$ cat config.mk
export PLATFORM = sky130hd
export DESIGN_NAME = bdp_probe_interval_estimator
export DESIGN_NICKNAME = d
export VERILOG_FILES = /design/src/hw/rtl/bdppie_pkg.sv /design/src/hw/rtl/bdppie_div.sv /design/src/hw/rtl/bdp_probe_interval_estimator.sv
export SDC_FILE = /design/constraint.sdc
export NUM_CORES = 1
export LEC_CHECK = 0
export BUFFER_PORTS_ARGS = -buffer_cell sky130_fd_sc_hd__buf_2
export CAP_MARGIN = 40
export CORE_ASPECT_RATIO = 1.2
export CORE_MARGIN = 4
export CORE_UTILIZATION = 50
export DETAILED_ROUTE_END_ITERATION = 7
export PLACE_DENSITY = 0.79
export SLEW_MARGIN = 10
export SYNTH_ARGS = -nofsm -noshare
export SYNTH_HDL_FRONTEND = slang
export SYNTH_SLANG_ARGS = --single-unit
$ cat constraint.sdc
create_clock -name aclk -period 9.3 [get_ports aclk]
set_clock_uncertainty 0.1 [all_clocks]
set_input_delay 0.465 -clock aclk [delete_from_list [all_inputs] [get_ports aclk]]
set_output_delay 0.465 -clock aclk [all_outputs]
set_load 0.005 [all_outputs]
$ cat src/hw/rtl/bdppie_pkg.sv
// ----------------------------------------------------------------------------
// bdppie_pkg
// Shared widths, constants and types of the probe interval estimator.
// ----------------------------------------------------------------------------
package bdppie_pkg;

    localparam int BYTE_COUNT_BITS = 32;
    localparam int BYTE_W          = (BYTE_COUNT_BITS < 32) ? BYTE_COUNT_BITS : 32;
    localparam int US_W            = 20;
    localparam int PROD_W          = BYTE_W + US_W;
    localparam int ELAPSED_W       = 32;
    localparam int JITTER_W        = 7;
    localparam int DELAY_W         = 15;
    localparam int CEIL_W          = 14;
    localparam int STEP_W          = 8;
    localparam int WIN_W           = 32;
    localparam int COUNT_W         = 2;
    localparam int DIV_CNT_W       = $clog2(PROD_W + 1);

    localparam int S_DATA_W        = 72;
    localparam int M_DATA_W        = 48;
    localparam int CFG_INDEX_W     = 1;
    localparam int CFG_DATA_W      = 14;

    localparam logic [US_W-1:0]     US_PER_S   = US_W'(1000000);
    localparam logic [WIN_W-1:0]    BYTE_MASK  = WIN_W'((64'd1 << BYTE_W) - 64'd1);
    localparam logic [WIN_W-1:0]    WIN_RESET  = WIN_W'(65536) & BYTE_MASK;
    localparam logic [DELAY_W-1:0]  DELAY_RESET = DELAY_W'(100);
    localparam logic [DELAY_W-1:0]  DELAY_MAX  = '1;
    localparam logic [JITTER_W-1:0] JITTER_MAX = JITTER_W'(100);
    localparam logic [CEIL_W-1:0]   CEIL_RESET = CEIL_W'(10000);
    localparam logic [STEP_W-1:0]   STEP_RESET = STEP_W'(100);
    localparam logic [COUNT_W-1:0]  COUNT_MAX  = '1;
    localparam logic [COUNT_W-1:0]  COUNT_RAMP = COUNT_W'(2);

    localparam logic [CFG_INDEX_W-1:0] CFG_DELAY_CEILING = 1'b0;
    localparam logic [CFG_INDEX_W-1:0] CFG_RAMP_STEP     = 1'b1;

    typedef struct packed {
        logic busy;
        logic done;
    } div_stat_t;

endpackage

$ cat src/hw/rtl/bdppie_div.sv
// ----------------------------------------------------------------------------
// bdppie_div
// Restoring divider, one quotient bit per cycle through a shift register.
// ----------------------------------------------------------------------------
module bdppie_div (
    input  logic                             aclk,
    input  logic                             aresetn,
    input  logic                             start,
    input  logic [bdppie_pkg::PROD_W-1:0]    dividend,
    input  logic [bdppie_pkg::ELAPSED_W-1:0] divisor,
    output bdppie_pkg::div_stat_t            stat,
    output logic [bdppie_pkg::PROD_W-1:0]    quotient
);
    import bdppie_pkg::*;

    logic [PROD_W-1:0]    num_reg, num_next;
    logic [ELAPSED_W-1:0] rem_reg, rem_next;
    logic [ELAPSED_W-1:0] dvs_reg, dvs_next;
    logic [DIV_CNT_W-1:0] cnt_reg, cnt_next;
    logic                 done_reg, done_next;
    logic [ELAPSED_W:0]   trial;
    logic [ELAPSED_W:0]   diff;
    logic                 ge;

    assign trial = {rem_reg, num_reg[PROD_W-1]};
    assign diff  = trial - {1'b0, dvs_reg};
    assign ge    = trial >= {1'b0, dvs_reg};

    always_comb begin
        num_next  = num_reg;
        rem_next  = rem_reg;
        dvs_next  = dvs_reg;
        cnt_next  = cnt_reg;
        done_next = 1'b0;
        if (start) begin
            num_next = dividend;
            rem_next = '0;
            dvs_next = divisor;
            cnt_next = DIV_CNT_W'(PROD_W);
        end else if (cnt_reg != '0) begin
            num_next  = {num_reg[PROD_W-2:0], ge};
            rem_next  = ge ? diff[ELAPSED_W-1:0] : trial[ELAPSED_W-1:0];
            cnt_next  = cnt_reg - DIV_CNT_W'(1);
            done_next = (cnt_reg == DIV_CNT_W'(1));
        end
    end

    always_ff @(posedge aclk) begin
        if (!aresetn) begin
            cnt_reg  <= '0;
            done_reg <= 1'b0;
        end else begin
            cnt_reg  <= cnt_next;
            done_reg <= done_next;
        end
        num_reg <= num_next;
        rem_reg <= rem_next;
        dvs_reg <= dvs_next;
    end

    assign stat.busy = (cnt_reg != '0);
    assign stat.done = done_reg;
    assign quotient  = num_reg;

    a_done_idle: assert property (@(posedge aclk) disable iff (!aresetn)
        done_reg |-> cnt_reg == '0)
        else $error("divider done while still iterating");

    a_start_busy: assert property (@(posedge aclk) disable iff (!aresetn)
        start |=> stat.busy)
        else $error("divider not busy after start");

    a_count_down: assert property (@(posedge aclk) disable iff (!aresetn)
        (stat.busy && !start) |=> cnt_reg == $past(cnt_reg) - DIV_CNT_W'(1))
        else $error("divider count skipped");

endmodule

$ cat src/hw/rtl/bdp_probe_interval_estimator.sv
// ----------------------------------------------------------------------------
// bdp_probe_interval_estimator
// Window estimate and probe delay update from one completed probe per transfer.
// ----------------------------------------------------------------------------
// channel  dir  tdata / payload                               tuser
// s_       in   [31:0] bytes_received [63:32] elapsed_us       -
//               [70:64] jitter_ms
// m_       out  [14:0] next_delay_ms [46:15] window_estimate   [0] estimate_grew
// cfg_     in   cfg_index (0 delay_ceiling_ms, 1 ramp_step_ms), cfg_data
//
// A probe runs from transfer to result through ST_MUL, ST_DIVS, ST_DIV and
// ST_UPD; the bit-serial divider forms bytes * 1e6 / elapsed_us, and zero
// elapsed time skips ST_DIV. A new probe is taken once the previous result
// is loaded into the output register, even if it is still waiting.
// Reset is synchronous and active low; cfg_ready is always high.
// ----------------------------------------------------------------------------
module bdp_probe_interval_estimator (
    input  logic                                aclk,
    input  logic                                aresetn,
    input  logic                                s_tvalid,
    output logic                                s_tready,
    input  logic [bdppie_pkg::S_DATA_W-1:0]     s_tdata,    // bytes, elapsed, jitter
    output logic                                m_tvalid,
    input  logic                                m_tready,
    output logic [bdppie_pkg::M_DATA_W-1:0]     m_tdata,    // next_delay, window
    output logic [0:0]                          m_tuser,    // estimate_grew
    input  logic                                cfg_valid,
    output logic                                cfg_ready,
    input  logic [bdppie_pkg::CFG_INDEX_W-1:0]  cfg_index,
    input  logic [bdppie_pkg::CFG_DATA_W-1:0]   cfg_data
);
    import bdppie_pkg::*;

    typedef enum logic [2:0] {
        ST_IDLE,
        ST_MUL,
        ST_DIVS,
        ST_DIV,
        ST_UPD
    } state_t;

    state_t               state_reg, state_next;
    logic [BYTE_W-1:0]    bytes_reg, bytes_next;
    logic [ELAPSED_W-1:0] elapsed_reg, elapsed_next;
    logic [JITTER_W-1:0]  jitter_reg, jitter_next;
    logic [PROD_W-1:0]    prod_reg, prod_next;
    logic [CEIL_W-1:0]    ceiling_reg, ceiling_next;
    logic [STEP_W-1:0]    step_reg, step_next;
    logic [WIN_W-1:0]     window_reg, window_next;
    logic [PROD_W-1:0]    best_reg, best_next;
    logic [DELAY_W-1:0]   delay_reg, delay_next;
    logic [COUNT_W-1:0]   count_reg, count_next;
    logic                 m_tvalid_reg, m_tvalid_next;
    logic [DELAY_W-1:0]   m_delay_reg, m_delay_next;
    logic [WIN_W-1:0]     m_window_reg, m_window_next;
    logic                 m_grew_reg, m_grew_next;

    div_stat_t            div_stat;
    logic                 div_start;
    logic [PROD_W-1:0]    quotient;

    logic                 s_xfer;
    logic                 out_free;
    logic [JITTER_W-1:0]  jitter_in;
    logic [PROD_W-1:0]    bw;
    logic [WIN_W+1:0]     three_b;
    logic [WIN_W+1:0]     two_w;
    logic                 grow;
    logic [WIN_W:0]       dbl;
    logic [WIN_W:0]       pick;
    logic [WIN_W-1:0]     grown_window;
    logic                 can_ramp;
    logic [COUNT_W-1:0]   count_inc;
    logic [DELAY_W:0]     ramp_sum;
    logic [DELAY_W-1:0]   ramp_delay;
    logic [DELAY_W-1:0]   upd_delay;
    logic [COUNT_W-1:0]   upd_count;

    bdppie_div u_div (
        .aclk     (aclk),
        .aresetn  (aresetn),
        .start    (div_start),
        .dividend (prod_reg),
        .divisor  (elapsed_reg),
        .stat     (div_stat),
        .quotient (quotient)
    );

    assign s_tready  = (state_reg == ST_IDLE);
    assign s_xfer    = s_tvalid && s_tready;
    assign cfg_ready = 1'b1;
    assign out_free  = !m_tvalid_reg || m_tready;
    assign div_start = (state_reg == ST_DIVS) && (elapsed_reg != '0);
    assign jitter_in = (s_tdata[70:64] > JITTER_MAX) ? JITTER_MAX : s_tdata[70:64];

    // update of the estimator state from the finished bandwidth
    always_comb begin
        bw           = (elapsed_reg == '0) ? '0 : quotient;
        three_b      = (WIN_W+2)'(bytes_reg) + (WIN_W+2)'({bytes_reg, 1'b0});
        two_w        = {1'b0, window_reg, 1'b0};
        grow         = (three_b > two_w) && (bw > best_reg);
        dbl          = {window_reg, 1'b0};
        pick         = ((WIN_W+1)'(bytes_reg) > dbl) ? (WIN_W+1)'(bytes_reg) : dbl;
        grown_window = (pick > (WIN_W+1)'(BYTE_MASK)) ? BYTE_MASK : pick[WIN_W-1:0];
        can_ramp     = delay_reg < DELAY_W'(ceiling_reg);
        count_inc    = (count_reg == COUNT_MAX) ? COUNT_MAX : count_reg + COUNT_W'(1);
        ramp_sum     = (DELAY_W+1)'(delay_reg) + (DELAY_W+1)'(step_reg)
                     + (DELAY_W+1)'(jitter_reg);
        ramp_delay   = (ramp_sum > (DELAY_W+1)'(DELAY_MAX)) ? DELAY_MAX
                                                          : ramp_sum[DELAY_W-1:0];
        upd_delay    = delay_reg;
        upd_count    = count_reg;
        if (grow) begin
            upd_delay = delay_reg >> 1;
        end else if (can_ramp) begin
            upd_count = count_inc;
            if (count_inc >= COUNT_RAMP) begin
                upd_delay = ramp_delay;
            end
        end
        if (upd_delay != delay_reg) begin
            upd_count = '0;
        end
    end

    always_comb begin
        state_next    = state_reg;
        bytes_next    = bytes_reg;
        elapsed_next  = elapsed_reg;
        jitter_next   = jitter_reg;
        prod_next     = prod_reg;
        ceiling_next  = ceiling_reg;
        step_next     = step_reg;
        window_next   = window_reg;
        best_next     = best_reg;
        delay_next    = delay_reg;
        count_next    = count_reg;
        m_tvalid_next = m_tvalid_reg && !m_tready;
        m_delay_next  = m_delay_reg;
        m_window_next = m_window_reg;
        m_grew_next   = m_grew_reg;

        if (cfg_valid && cfg_ready) begin
            case (cfg_index)
                CFG_DELAY_CEILING: ceiling_next = cfg_data;
                CFG_RAMP_STEP:     step_next    = cfg_data[STEP_W-1:0];
                default:           ceiling_next = ceiling_reg;
            endcase
        end

        case (state_reg)
            ST_IDLE: begin
                if (s_xfer) begin
                    bytes_next   = s_tdata[BYTE_W-1:0];
                    elapsed_next = s_tdata[63:32];
                    jitter_next  = jitter_in;
                    state_next   = ST_MUL;
                end
            end
            ST_MUL: begin
                prod_next  = PROD_W'(bytes_reg) * PROD_W'(US_PER_S);
                state_next = ST_DIVS;
            end
            ST_DIVS: begin
                state_next = (elapsed_reg == '0) ? ST_UPD : ST_DIV;
            end
            ST_DIV: begin
                if (div_stat.done) begin
                    state_next = ST_UPD;
                end
            end
            ST_UPD: begin
                if (out_free) begin
                    if (grow) begin
                        window_next = grown_window;
                        best_next   = bw;
                    end
                    delay_next    = upd_delay;
                    count_next    = upd_count;
                    m_tvalid_next = 1'b1;
                    m_delay_next  = upd_delay;
                    m_window_next = grow ? grown_window : window_reg;
                    m_grew_next   = grow;
                    state_next    = ST_IDLE;
                end
            end
            default: state_next = ST_IDLE;
        endcase
    end

    always_ff @(posedge aclk) begin
        if (!aresetn) begin
            state_reg    <= ST_IDLE;
            ceiling_reg  <= CEIL_RESET;
            step_reg     <= STEP_RESET;
            window_reg   <= WIN_RESET;
            best_reg     <= '0;
            delay_reg    <= DELAY_RESET;
            count_reg    <= '0;
            m_tvalid_reg <= 1'b0;
        end else begin
            state_reg    <= state_next;
            ceiling_reg  <= ceiling_next;
            step_reg     <= step_next;
            window_reg   <= window_next;
            best_reg     <= best_next;
            delay_reg    <= delay_next;
            count_reg    <= count_next;
            m_tvalid_reg <= m_tvalid_next;
        end
        bytes_reg    <= bytes_next;
        elapsed_reg  <= elapsed_next;
        jitter_reg   <= jitter_next;
        prod_reg     <= prod_next;
        m_delay_reg  <= m_delay_next;
        m_window_reg <= m_window_next;
        m_grew_reg   <= m_grew_next;
    end

    assign m_tvalid = m_tvalid_reg;
    assign m_tdata  = {1'b0, m_window_reg, m_delay_reg};
    assign m_tuser  = m_grew_reg;

    a_one_probe: assert property (@(posedge aclk) disable iff (!aresetn)
        s_xfer |=> !s_tready)
        else $error("second probe taken while one is in flight");

    a_done_in_div: assert property (@(posedge aclk) disable iff (!aresetn)
        div_stat.done |-> state_reg == ST_DIV)
        else $error("divider finished outside the divide state");

    a_grow_monotone: assert property (@(posedge aclk) disable iff (!aresetn)
        (state_reg == ST_UPD && out_free && grow) |=> window_reg >= $past(window_reg))
        else $error("estimate shrank on growth");

endmodule
==> Word level (Yosys, flattened, before mapping) <==
Cells that the tools add are included.
{ "classes": {"bitwise": 3, "mul": 1, "n_lt_le_gt_ge": 9, "n_mux": 24, "n_reduce_logical": 22, "eq_ne": 11, "n_addsub": 6} }
{ "ops": {"columns": ["op", "n"], "rows": [
  ["$mux 52", 3],
  ["$mux 32", 3],
  ["$mux 15", 4],
  ["$gt 52x52->1", 1],
  ["$mul 32x14->46 const B", 1],
  ["$add 32x33->34", 1],
  ["$gt 34x33->1", 1],
  ["$ge 33x32->1", 1],
  ["$gt 32x33->1", 1],
  ["$gt 33x32->1 const B", 1],
  ["$mux 33", 1],
  ["$logic_not 32->1", 1],
  ["$reduce_bool 32->1", 1],
  ["$sub 32x32->32", 1],
  ["$add 15x8->16", 1],
  ["$add 16x7->16", 1],
  ["$gt 16x15->1 const B", 1],
  ["$lt 15x14->1", 1],
  ["$ne 15x15->1", 1],
  ["$pmux 3 s5", 1],
  ["$mux 3", 4],
  ["$mux 6", 2],
  ["$mux 2", 4],
  ["$reduce_and 2->1", 4],
  ["23 further kinds", 35]
]} }
{ "totals": {"inputBits": 92, "ff_bits": 415, "out_inout_bits": 52} }

==> Logic depth before layout (Yosys ltp) <==
Gate-level depths: netlist of the first run.
{ "depth": {"ltp_word": 10, "mapped_depth": 27} }

==> By module <==
From an unflattened synthesis of the first run, not the netlist that was laid out.
{ "unflattened": {"hier_cells": 3104, "area_unflattened_um2": 30339.1} }
{ "by_module_without_submodules": {"columns": ["module", "cells_per_inst", "instances", "seq_area_each_um2", "area_per_inst_um2"], "rows": [
  ["bdp_probe_interval_estimator", 2454, 1, 7497.2, 23453.7],
  ["bdppie_div", 650, 1, 3303.2, 6885.4]
]} }

==> Worst setup path before layout of the first run <==
No wires, ideal clock.
{ "synth_timing": {"path_type": "register to register", "from": "reg state_reg[1]", "to": "reg bytes_reg[0] (enable)", "setup_time_ns": 0.700, "n_path_buf": 1, "setup_slack_ns": 0.707, "t_arrival_ns": 7.793, "synth_period_minus_slack_ns": 8.593, "stages_incl_launch_ff": 3, "path_cell_list": "dfxtp_1 > clkbuf_1 > nor4b_1"} }
{ "synth_between": {"elab_chain_cells": 3} }
{ "synth_rtl": {"columns": ["item", "line_no", "rtl"], "rows": [
  ["start: declaration", "bdp_probe_interval_estimator.sv:42", "state_t state_reg, state_next;"],
  ["start signal: assignment", "bdp_probe_interval_estimator.sv:202", "state_reg <= state_next;"],
  ["$logic_not 3->1 (*)", "bdp_probe_interval_estimator.sv:89, bdp_probe_interval_estimator.sv:151", null],
  ["$logic_and 1x1->1", "bdp_probe_interval_estimator.sv:90", "assign s_xfer = s_tvalid && s_tready;"],
  ["$reduce_and 2->1 (no line) (*)", null, null],
  ["end signal: assignment", "bdp_probe_interval_estimator.sv:211", "bytes_reg <= bytes_next;"],
  ["end: declaration", "bdp_probe_interval_estimator.sv:43", "logic [BYTE_W-1:0] bytes_reg, bytes_next;"]
]} }
Every way passes the cells marked *; elsewhere a longest branch is shown, timed or not.
A chain may end at the register's enable or synchronous reset.

==> Worst setup path in the final report of the first run <==
{ "layout_timing": {"from": "reg bytes_reg[1]", "to": "reg best_reg[31]"} }
{ "layout_between": {"elab_chain_cells": 4} }
{ "layout_rtl": {"columns": ["item", "line_no", "rtl"], "rows": [
  ["$add 32x33->34", "bdp_probe_interval_estimator.sv:99", "three_b = (WIN_W+2)'(bytes_reg) + (WIN_W+2)'({bytes_reg, 1'b0});"],
  ["$gt 34x33->1", "bdp_probe_interval_estimator.sv:101", "grow = (three_b > two_w) && (bw > best_reg);"],
  ["$logic_and 1x1->1", "bdp_probe_interval_estimator.sv:101", null],
  ["$reduce_and 3->1 (no line)", null, null],
  ["end signal: assignment", "bdp_probe_interval_estimator.sv:206", "best_reg <= best_next;"],
  ["end: declaration", "bdp_probe_interval_estimator.sv:50", "logic [PROD_W-1:0] best_reg, best_next;"]
]} }
Every way passes these cells.

==> run metrics, run 1 <==
register area share after synthesis=36.4%; Placed Instances=3931; CTS tree=yes; top-area cell type share of the netlist area=25.2%; Top Ports=144; final hold violation count=0; maximum clock frequency=133 MHz; Layout Cells excl Fill=4093; yosys warns=0; post-synth top area cell=edfxtp_1; period utilization=80.7%; reg2reg start=bytes_reg[1]; status=finished, final reports clean; Hold Path Cell Cnt=1; vias in the first global route=22700; post-CTS setup repair buffer count=0; Data required, critical path=9.67 ns; routed vias=22600; CTS Buf Count=47; slowest CP cell=edfxtp_1; worst r2r dst=best_reg[31]; sequential share of power=24.1%; EDFF count, synth=249; most used routing layer=met2; Post-DP HPWL=47800 um; Peak VDD IR=426 uV; Critical path origin=bytes_reg[1]; initial drt markers=1454; cells after synthesis=3084; endpoints failing setup=0; Buf/Inv on CP=3; DRT Wirelength=67500 um; CP Launch Type=flip-flop; count of state elements after synthesis=415; RSZ-0062 raised after global routing=false; die area=63300 um2; first-pass GRT wire length=111000 um; initial antenna violation count=0; HP Start=s_tdata[30]; Post-CTS Resized=0; via-per-instance ratio=5.51; Clk Latency, worst-skew pair=0.60 ns; worst hold endpoint=bytes_reg[30]; row count=97; Final ANT Viol Nets=0; Hold WC Path Type=primary input to flip-flop; Max Transition Viols Final=0; total gr overflow=0; syn avg cell area=9.61 um2; chip width=230 um; largest cells by area after synthesis=edfxtp_1 25%, ha_1 15%, dfxtp_1 11%; element type at the critical path end=flip-flop; power per cell area=366 nW/um2; ys async rst share=0%; switch share=42.8%; # H-tree levels=2; NetSw=5.23 mW; Worst-path clk slew=0.06 ns; TritonRoute pass-1 iters=6; Clock Power Share=15.0%; max-cap viol count=0; cells on worst reg2reg path=25; delay-heaviest family, CP=compound AO/OA/AOI/OAI gates; top-count cell post-synth=nand2_1; Max Root-Sink Buffers=3; die height=275 um; Relative slew margins=41.2%; Total Nets Final=3853; WHS=0.0220 ns; layout cell share with drive strength beyond 1=8.97%; CP arrival=7.88 ns; Total GRT Usage=21.1%; wire length per cell=16.5 um; Critical Setup Path Class=flip-flop to flip-flop; Final GP Congestion=0.913; leakage=14.2 nW; Core Footprint=58500 um2; top post-synthesis cells by count=410 x nand2_1, 354 x ha_1, 330 x inv_1; Netlist cell types=79; post-layout minimum cycle time=7.51 ns; Mapped Nets=3675; FF-to-FF setup slack=1.79 ns; max incr delay on CP=0.63 ns; cell-internal power=6.98 mW; power after layout=12.2 mW; met2 usage=38.4%; crit-path max FO=52; Netlist Area Pre-Place=29600 um2; Top FF cell, synth=edfxtp_1; routing usage on met3=3.47%; pin count of the biggest net entering global routing=74; initial core utilization=50.7%; Remaining DRCs=0; Fin Setup TNS=0 ns; met1 Resource Use GR=25.3%; Comb power frac=60.8%; port bufs=140; Sink Count=415; P&R area growth vs syn=12.6%; root buffer cell=clkbuf_16; Worst Max-Slew Pin Slew=0.882 ns
## kinds of logic after synthesis
| family | count (synthesis) | share of synthesized area, % |
|---|---|---|
| muxes | 29 | 1.09 |
| DFF | 415 | 36.4 |
| AOI/OAI and AO/OA | 689 | 14.7 |
| other | 2 | 0.0253 |
| adders and majority gates | 499 | 24.7 |
| and+or+nand+nor | 891 | 13.6 |
| xor gates and xnor gates | 115 | 3.40 |
| buffers and inverters | 444 | 6.03 |
## layout by cell type (no fill, tap or decap), types with 48 or more instances in the layout
cell           synthesis  layout
a21oi_1              278     278
nor2_1               188     188
a211o_1               65      64
o21ai_0              106     106
nand2_1              410     409
edfxtp_1             249     249
dlygate4sd3_1          0      74
clkbuf_16              0      48
buf_2                 13     141
inv_1                330     328
ha_1                 354     354
xnor2_1               75      75
dfxtp_1              166     166
a21o_1                64      64
and2_1                69      69
fa_1                 145     145
## timing repair
| item | in CTS | in global routing |
|---|---|---|
| setup endpoints to repair | 0 | 0 |
| hold buffers | 74 | 0 |
| endpoints found under the hold margin | 76 | 0 |
## metal layers
layer / vias up / part of all wire [%]
li1: 11100 / -
met3: 148 / 4.9
met4: 0 / 3.5
met2: 530 / 50
met1: 10800 / 41
met5: - / 0
## how the worst max path moves through the flow
stage | to | cells past startpoint | slack, ns
final | best_reg[31] | 25 | 1.79
after global routing | best_reg[31] | 24 | 1.09
after CTS | best_reg[31] | 24 | 1.91
after detailed placement | best_reg[31] | 24 | 1.96
after global placement | best_reg[40] | 24 | 2.06
after floorplan | bytes_reg[0] | 2 | 0.71
## power groups by stage
stage | sequential [mW] | combinational, mW | clock [mW]
final | 2.94 | 7.43 | 1.84
after global placement | 2.97 | 7.20 | 0
after CTS | 2.94 | 7.47 | 1.88
after global routing | 2.99 | 8.48 | 1.95
after floorplan | 2.92 | 5.93 | 0
after detailed placement | 2.98 | 7.38 | 0
## area by class of cell
class / count / area (um2)
Sequential cell: 415 / 10800
Fill cell: 4957 / 25100
Tap cell: 792 / 991
Clock buffer: 63 / 1320
Timing Repair Buffer: 241 / 1710
Inverter: 332 / 1250
Clock inverter: 24 / 213
Multi-Input combinational cell: 2225 / 17100
Antenna cell: 1 / 2.50
## stage by stage
stage / utilization (%) / worst slack, ns / area (um2)
2_1_floorplan: - / 0.707 / 29600
3_3_place_gp: 53.0 / 2.06 / 31000
3_5_place_dp: 53.2 / 1.96 / 31100
4_1_cts: 57.1 / 1.91 / 33400
5_1_grt: 57.1 / 1.09 / 33400
6_report: 57.1 / 1.79 / 33400
(Power assumes the default switching activity.)
==> inputs of run 2 (changes only) <==
- clock period: 9.3 -> 7.7 ns (I/O delays scaled with it)
==> run 2 against run 1 <==
Effect of this change:
- wire length increased by 1.7%
- first-iteration DRC count down 9.6%
- sequential cell count is the same
- via count rose by 0.98%
- critical path depth down 1
- die area unchanged
- hold slack improved by 0.043 ns
- final cell count grew 0.37%
- worst setup slack got worse by 1.3 ns
- clock power grew 27%
- fmax grew 4.4%
- highest routed layer unchanged
==> run metrics, run 2 (synthesis gave the netlist of run 1 again) <==
status=finished, final reports clean; Post-DP HPWL=48700 um; Multi-input gate area=17100 um2; Clk Latency, worst-skew pair=0.60 ns; Worst Max-Slew Pin Slew=0.911 ns; vias in the first global route=22700; Top Ports=144; layout cell share with drive strength beyond 1=8.99%; maximum clock frequency=139 MHz; post-layout minimum cycle time=7.19 ns; Reg area=10800 um2; Fin Setup TNS=0 ns; Max Transition Viols Final=0; row count=97; Total Nets Final=3868; Worst-path clk slew=0.06 ns; chip width=230 um; first-pass GRT wire length=112000 um; pin count of the biggest net entering global routing=73; Critical Setup Path Class=flip-flop to flip-flop; via-per-instance ratio=5.55; WHS=0.0648 ns; power per cell area=442 nW/um2; Final GP Congestion=0.936; initial antenna violation count=0; Final ANT Viol Nets=0; period utilization=93.4%; CP arrival=7.43 ns; share of the core filled with cells=57.4%; Max Root-Sink Buffers=3; # H-tree levels=2; endpoints failing setup=0; root buffer cell=clkbuf_16; commonest non-fill, non-tap cell in the layout=nand2_1; element type at the critical path end=flip-flop; port bufs=140; CTS tree=yes; total gr overflow=0; P&R area growth vs syn=13.3%; final hold violation count=0; CP Launch Type=flip-flop; CTS Buf Count=46; most frequent cells in the layout=409 x nand2_1, 354 x ha_1, 328 x inv_1; routed vias=22800; Remaining DRCs=0; initial core utilization=50.7%; Post-Layout Inst Area=33600 um2; wire length per cell=16.7 um; Peak VDD IR=380 uV; Sink Count=415; TritonRoute pass-1 iters=6; Post-Place Cell Area=31100 um2; Relative slew margins=38.7%; max-cap viol count=0; Total GRT Usage=21.4%; leakage=14.3 nW; Core Footprint=58500 um2; DRT Wirelength=68700 um; Data required, critical path=7.94 ns; Fillers=4951; crit-path max FO=37; initial drt markers=1314; die height=275 um; Hold WC Path Type=primary input to flip-flop; RSZ-0062 raised after global routing=false; die area=63300 um2
==> run 2: area by class of cell <==
cell class                      instances  share of cell area [%]
Clock inverter                         27                    1.01
Inverter                              332                    3.72
Clock buffer                           59                    3.72
Antenna cell                            1                 0.00745
Multi-Input combinational cell       2225                    50.9
Sequential cell                       415                    32.1
Timing Repair Buffer                  257                    5.52
Tap cell                              792                    2.95
==> run 2: critical path, cell delays in order, from the launching register on <==
cell	delay (ns)
edfxtp_1	0.64
ha_1	0.29
inv_1	0.09
fa_1	0.40
and2b_1	0.25
o31ai_2	0.10
a2111oi_2	0.44
o211a_1	0.22
a31oi_1	0.17
o21ai_0	0.56
a21oi_1	0.20
a22oi_1	0.25
xnor2_1	0.10
ha_1	0.31
nand4_1	0.16
nor4_2	0.46
nand2_1	0.11
nand4_1	0.14
a31oi_1	0.06
o21a_1	0.25
a211o_2	0.56
inv_2	0.17
buf_4	0.43
o21ai_0	0.17
a221o_1	0.30
==> run 2: per-stage QoR <==
stage	std cells	setup WS, ns	total power, mW
6_report	4108	0.509	14.8
5_1_grt	4107	0.159	16.3
4_1_cts	4104	0.496	14.9
3_5_place_dp	3934	0.588	12.5
3_3_place_gp	3932	0.650	12.2
2_1_floorplan	3084	1.36	10.7
==> run 2: final timing paths <==
| check | start | end | slack [ns] | depth (start not counted) |
|---|---|---|---|---|
| worst max-delay path | bytes_reg[1] | m_delay_reg[11] | 0.51 | 24 |
| worst min-delay path | m_tready | m_tvalid | 0.06 | 3 |
| worst max register to register | bytes_reg[1] | m_delay_reg[11] | 0.51 | 24 |
| worst min register to register | elapsed_reg[28] | u_div.dvs_reg[28] | 0.35 | 0 |
==> run 2: report_power, final <==
group          internal (mW)  total (mW)  switching, mW
clock                   1.36        2.33          0.965
sequential              3.30        3.55          0.255
combinational           3.90        8.97           5.07
total                   8.55        14.8           6.29
==> run 2: timing repair <==
item	in CTS	in global routing
hold buffers	84	0
resized for setup	0	1
endpoints found under the setup margin	0	1
buffers inserted	0	2
endpoints found under the hold margin	92	0
==> run 2: per-layer routing <==
layer,up-vias,share of wire (%),global-route usage [%]
li1,11100,-,-
met1,10900,41,25.7
met2,560,50,38.7
met3,174,4.5,3.10
met4,0,4.1,8.47
met5,-,0,0
==> inputs of run 3 (changes only) <==
--- a/config.mk
+++ b/config.mk
@@ -9,5 +9,5 @@
 export CAP_MARGIN = 40
 export CORE_ASPECT_RATIO = 1.2
-export CORE_MARGIN = 4
+export CORE_MARGIN = 1.5
 export CORE_UTILIZATION = 50
 export DETAILED_ROUTE_END_ITERATION = 7
--- a/constraint.sdc
+++ b/constraint.sdc
@@ -3,3 +3,3 @@
 set_input_delay 0.385 -clock aclk [delete_from_list [all_inputs] [get_ports aclk]]
 set_output_delay 0.385 -clock aclk [all_outputs]
-set_load 0.005 [all_outputs]
+set_load 0.05 [all_outputs]
==> run 3 against run 2 <==
Effect of this change:
- utilization is 0.058 points lower
- global-route usage is 0.35 points higher
- critical path type unchanged
- clock power is 3% lower
- largest power group unchanged
- combinational power hardly changed
- hold slack better by 0.0020 ns
- first-iteration DRC count is 3.3% lower
==> run metrics, run 3 (synthesis gave the netlist of run 1 again) <==
leakage=14.3 nW; Final GP Congestion=0.935; post-layout minimum cycle time=6.90 ns; crit-path max FO=11; CP Launch Type=flip-flop; element type at the critical path end=flip-flop; Relative slew margins=42.9%; Worst-path clk slew=0.06 ns; row count=97; via-per-instance ratio=5.50; endpoints failing setup=0; maximum clock frequency=145 MHz; CP arrival=7.12 ns; die area=60800 um2; Final ANT Viol Nets=0; HP Start=s_tdata[65]; Top Ports=144; Worst Max-Slew Pin Slew=0.849 ns; Peak VDD IR=382 uV; Sink Count=415; Data required, critical path=7.92 ns; Hold WC Path Type=primary input to flip-flop; chip width=225 um; initial drt markers=1270; pin count of the biggest net entering global routing=74; CTS Buf Count=46; P&R area growth vs syn=13.2%; reg2reg start=bytes_reg[6]; most frequent cells in the layout=409 x nand2_1, 354 x ha_1, 328 x inv_1; period utilization=89.6%; number of hold buffers added after CTS=84; max incr delay on CP=0.71 ns; total gr overflow=0; Total Nets Final=3868; Max Root-Sink Buffers=3; Clk Latency, worst-skew pair=0.60 ns; Core Footprint=58500 um2; slowest CP cell=edfxtp_1; CTS tree=yes; power after layout=14.8 mW; Hold Path Cell Cnt=2; Remaining DRCs=0; die height=270 um; post-CTS setup repair buffer count=0; initial core utilization=50.7%; setup ws final=0.802 ns; layout cell share with drive strength beyond 1=8.90%; Fin Setup TNS=0 ns; crit-path cells=inv_1 -> fa_1 -> inv_1 -> fa_1 -> fa_1 -> fa_1 -> ha_1 -> inv_1 -> fa_1 -> inv_1 -> ha_1 -> a21o_1 -> and2_1 -> o41ai_2 -> nor3_1 -> or4b_1 -> a22o_1 -> and4_4 -> o41ai_2 -> xnor2_1; share of the core filled with cells=57.4%; port bufs=140; dpl ws=0.799 ns; Critical Setup Path Class=flip-flop to flip-flop; final hold violation count=0; vias in the first global route=22200; Max Transition Viols Final=0; DRT Wirelength=66000 um; status=finished, final reports clean; Total GRT Usage=21.7%; Buf/Inv on CP=4; TritonRoute pass-1 iters=5; Post-CTS Resized=0; RSZ-0062 raised after global routing=false; initial antenna violation count=1; Post-DP HPWL=47500 um; Crit path top cell by count=fa_1; first-pass GRT wire length=108000 um; worst hold endpoint=jitter_reg[1]; delay-heaviest family, CP=adder cells; commonest non-fill, non-tap cell in the layout=nand2_1; root buffer cell=clkbuf_16; worst r2r dst=prod_reg[50]; max-cap viol count=0; power per cell area=441 nW/um2; wire length per cell=16.1 um; cells on worst reg2reg path=20; FF-to-FF setup slack=0.80 ns; routed vias=22600; # H-tree levels=2
## run 3: layer usage
layer | up-vias | GRT usage [%] | part of all wire (%)
met5 | - | 0 | 0
met1 | 10800 | 26.4 | 42
met4 | 0 | 8.11 | 3.4
met2 | 510 | 38.7 | 50
met3 | 143 | 3.16 | 4.5
li1 | 11100 | - | -
## run 3: layout make-up
cell class | count | area (um2)
Tap cell | 792 | 991
Clock inverter | 24 | 290
Timing Repair Buffer | 257 | 1870
Multi-Input combinational cell | 2225 | 17100
Inverter | 332 | 1250
Fill cell | 4958 | 24900
Antenna cell | 1 | 2.50
Clock buffer | 62 | 1250
Sequential cell | 415 | 10800
## run 3: worst max path at each step
stage	endpoint	cells past startpoint	from
floorplan	prod_reg[50]	19	bytes_reg[5]
global placement	prod_reg[50]	19	bytes_reg[5]
detailed placement	prod_reg[50]	20	bytes_reg[6]
CTS	prod_reg[50]	20	bytes_reg[6]
global route	prod_reg[51]	20	bytes_reg[7]
finish	prod_reg[50]	20	bytes_reg[6]
## run 3: where the power goes
part	total (mW)	internal (mW)	switching [mW]
Sequential	3.54	3.29	0.247
Clock	2.27	1.32	0.945
Combinational	8.99	3.90	5.09
Total	14.8	8.52	6.28
## run 3: per-stage QoR
stage | area, um2 | std cells | hold WS, ns
floorplan | 29700 | 3084 | 0.327
global placement | 31100 | 3932 | 0.333
detailed placement | 31200 | 3936 | 0.335
CTS | 33500 | 4106 | 0.0330
global route | 33600 | 4108 | 0.0591
finish | 33600 | 4108 | 0.0668
## run 3: worst register-to-register path: stages (launching register included)
cell and delay, ns:
edfxtp_1 0.71, inv_1 0.14, fa_1 0.55, inv_1 0.06, fa_1 0.52, fa_1 0.59
fa_1 0.42, ha_1 0.28, inv_1 0.05, fa_1 0.50, inv_1 0.04, ha_1 0.34
a21o_1 0.20, and2_1 0.18, o41ai_2 0.45, nor3_1 0.11, or4b_1 0.55, a22o_1 0.25
and4_4 0.20, o41ai_2 0.30, xnor2_1 0.09
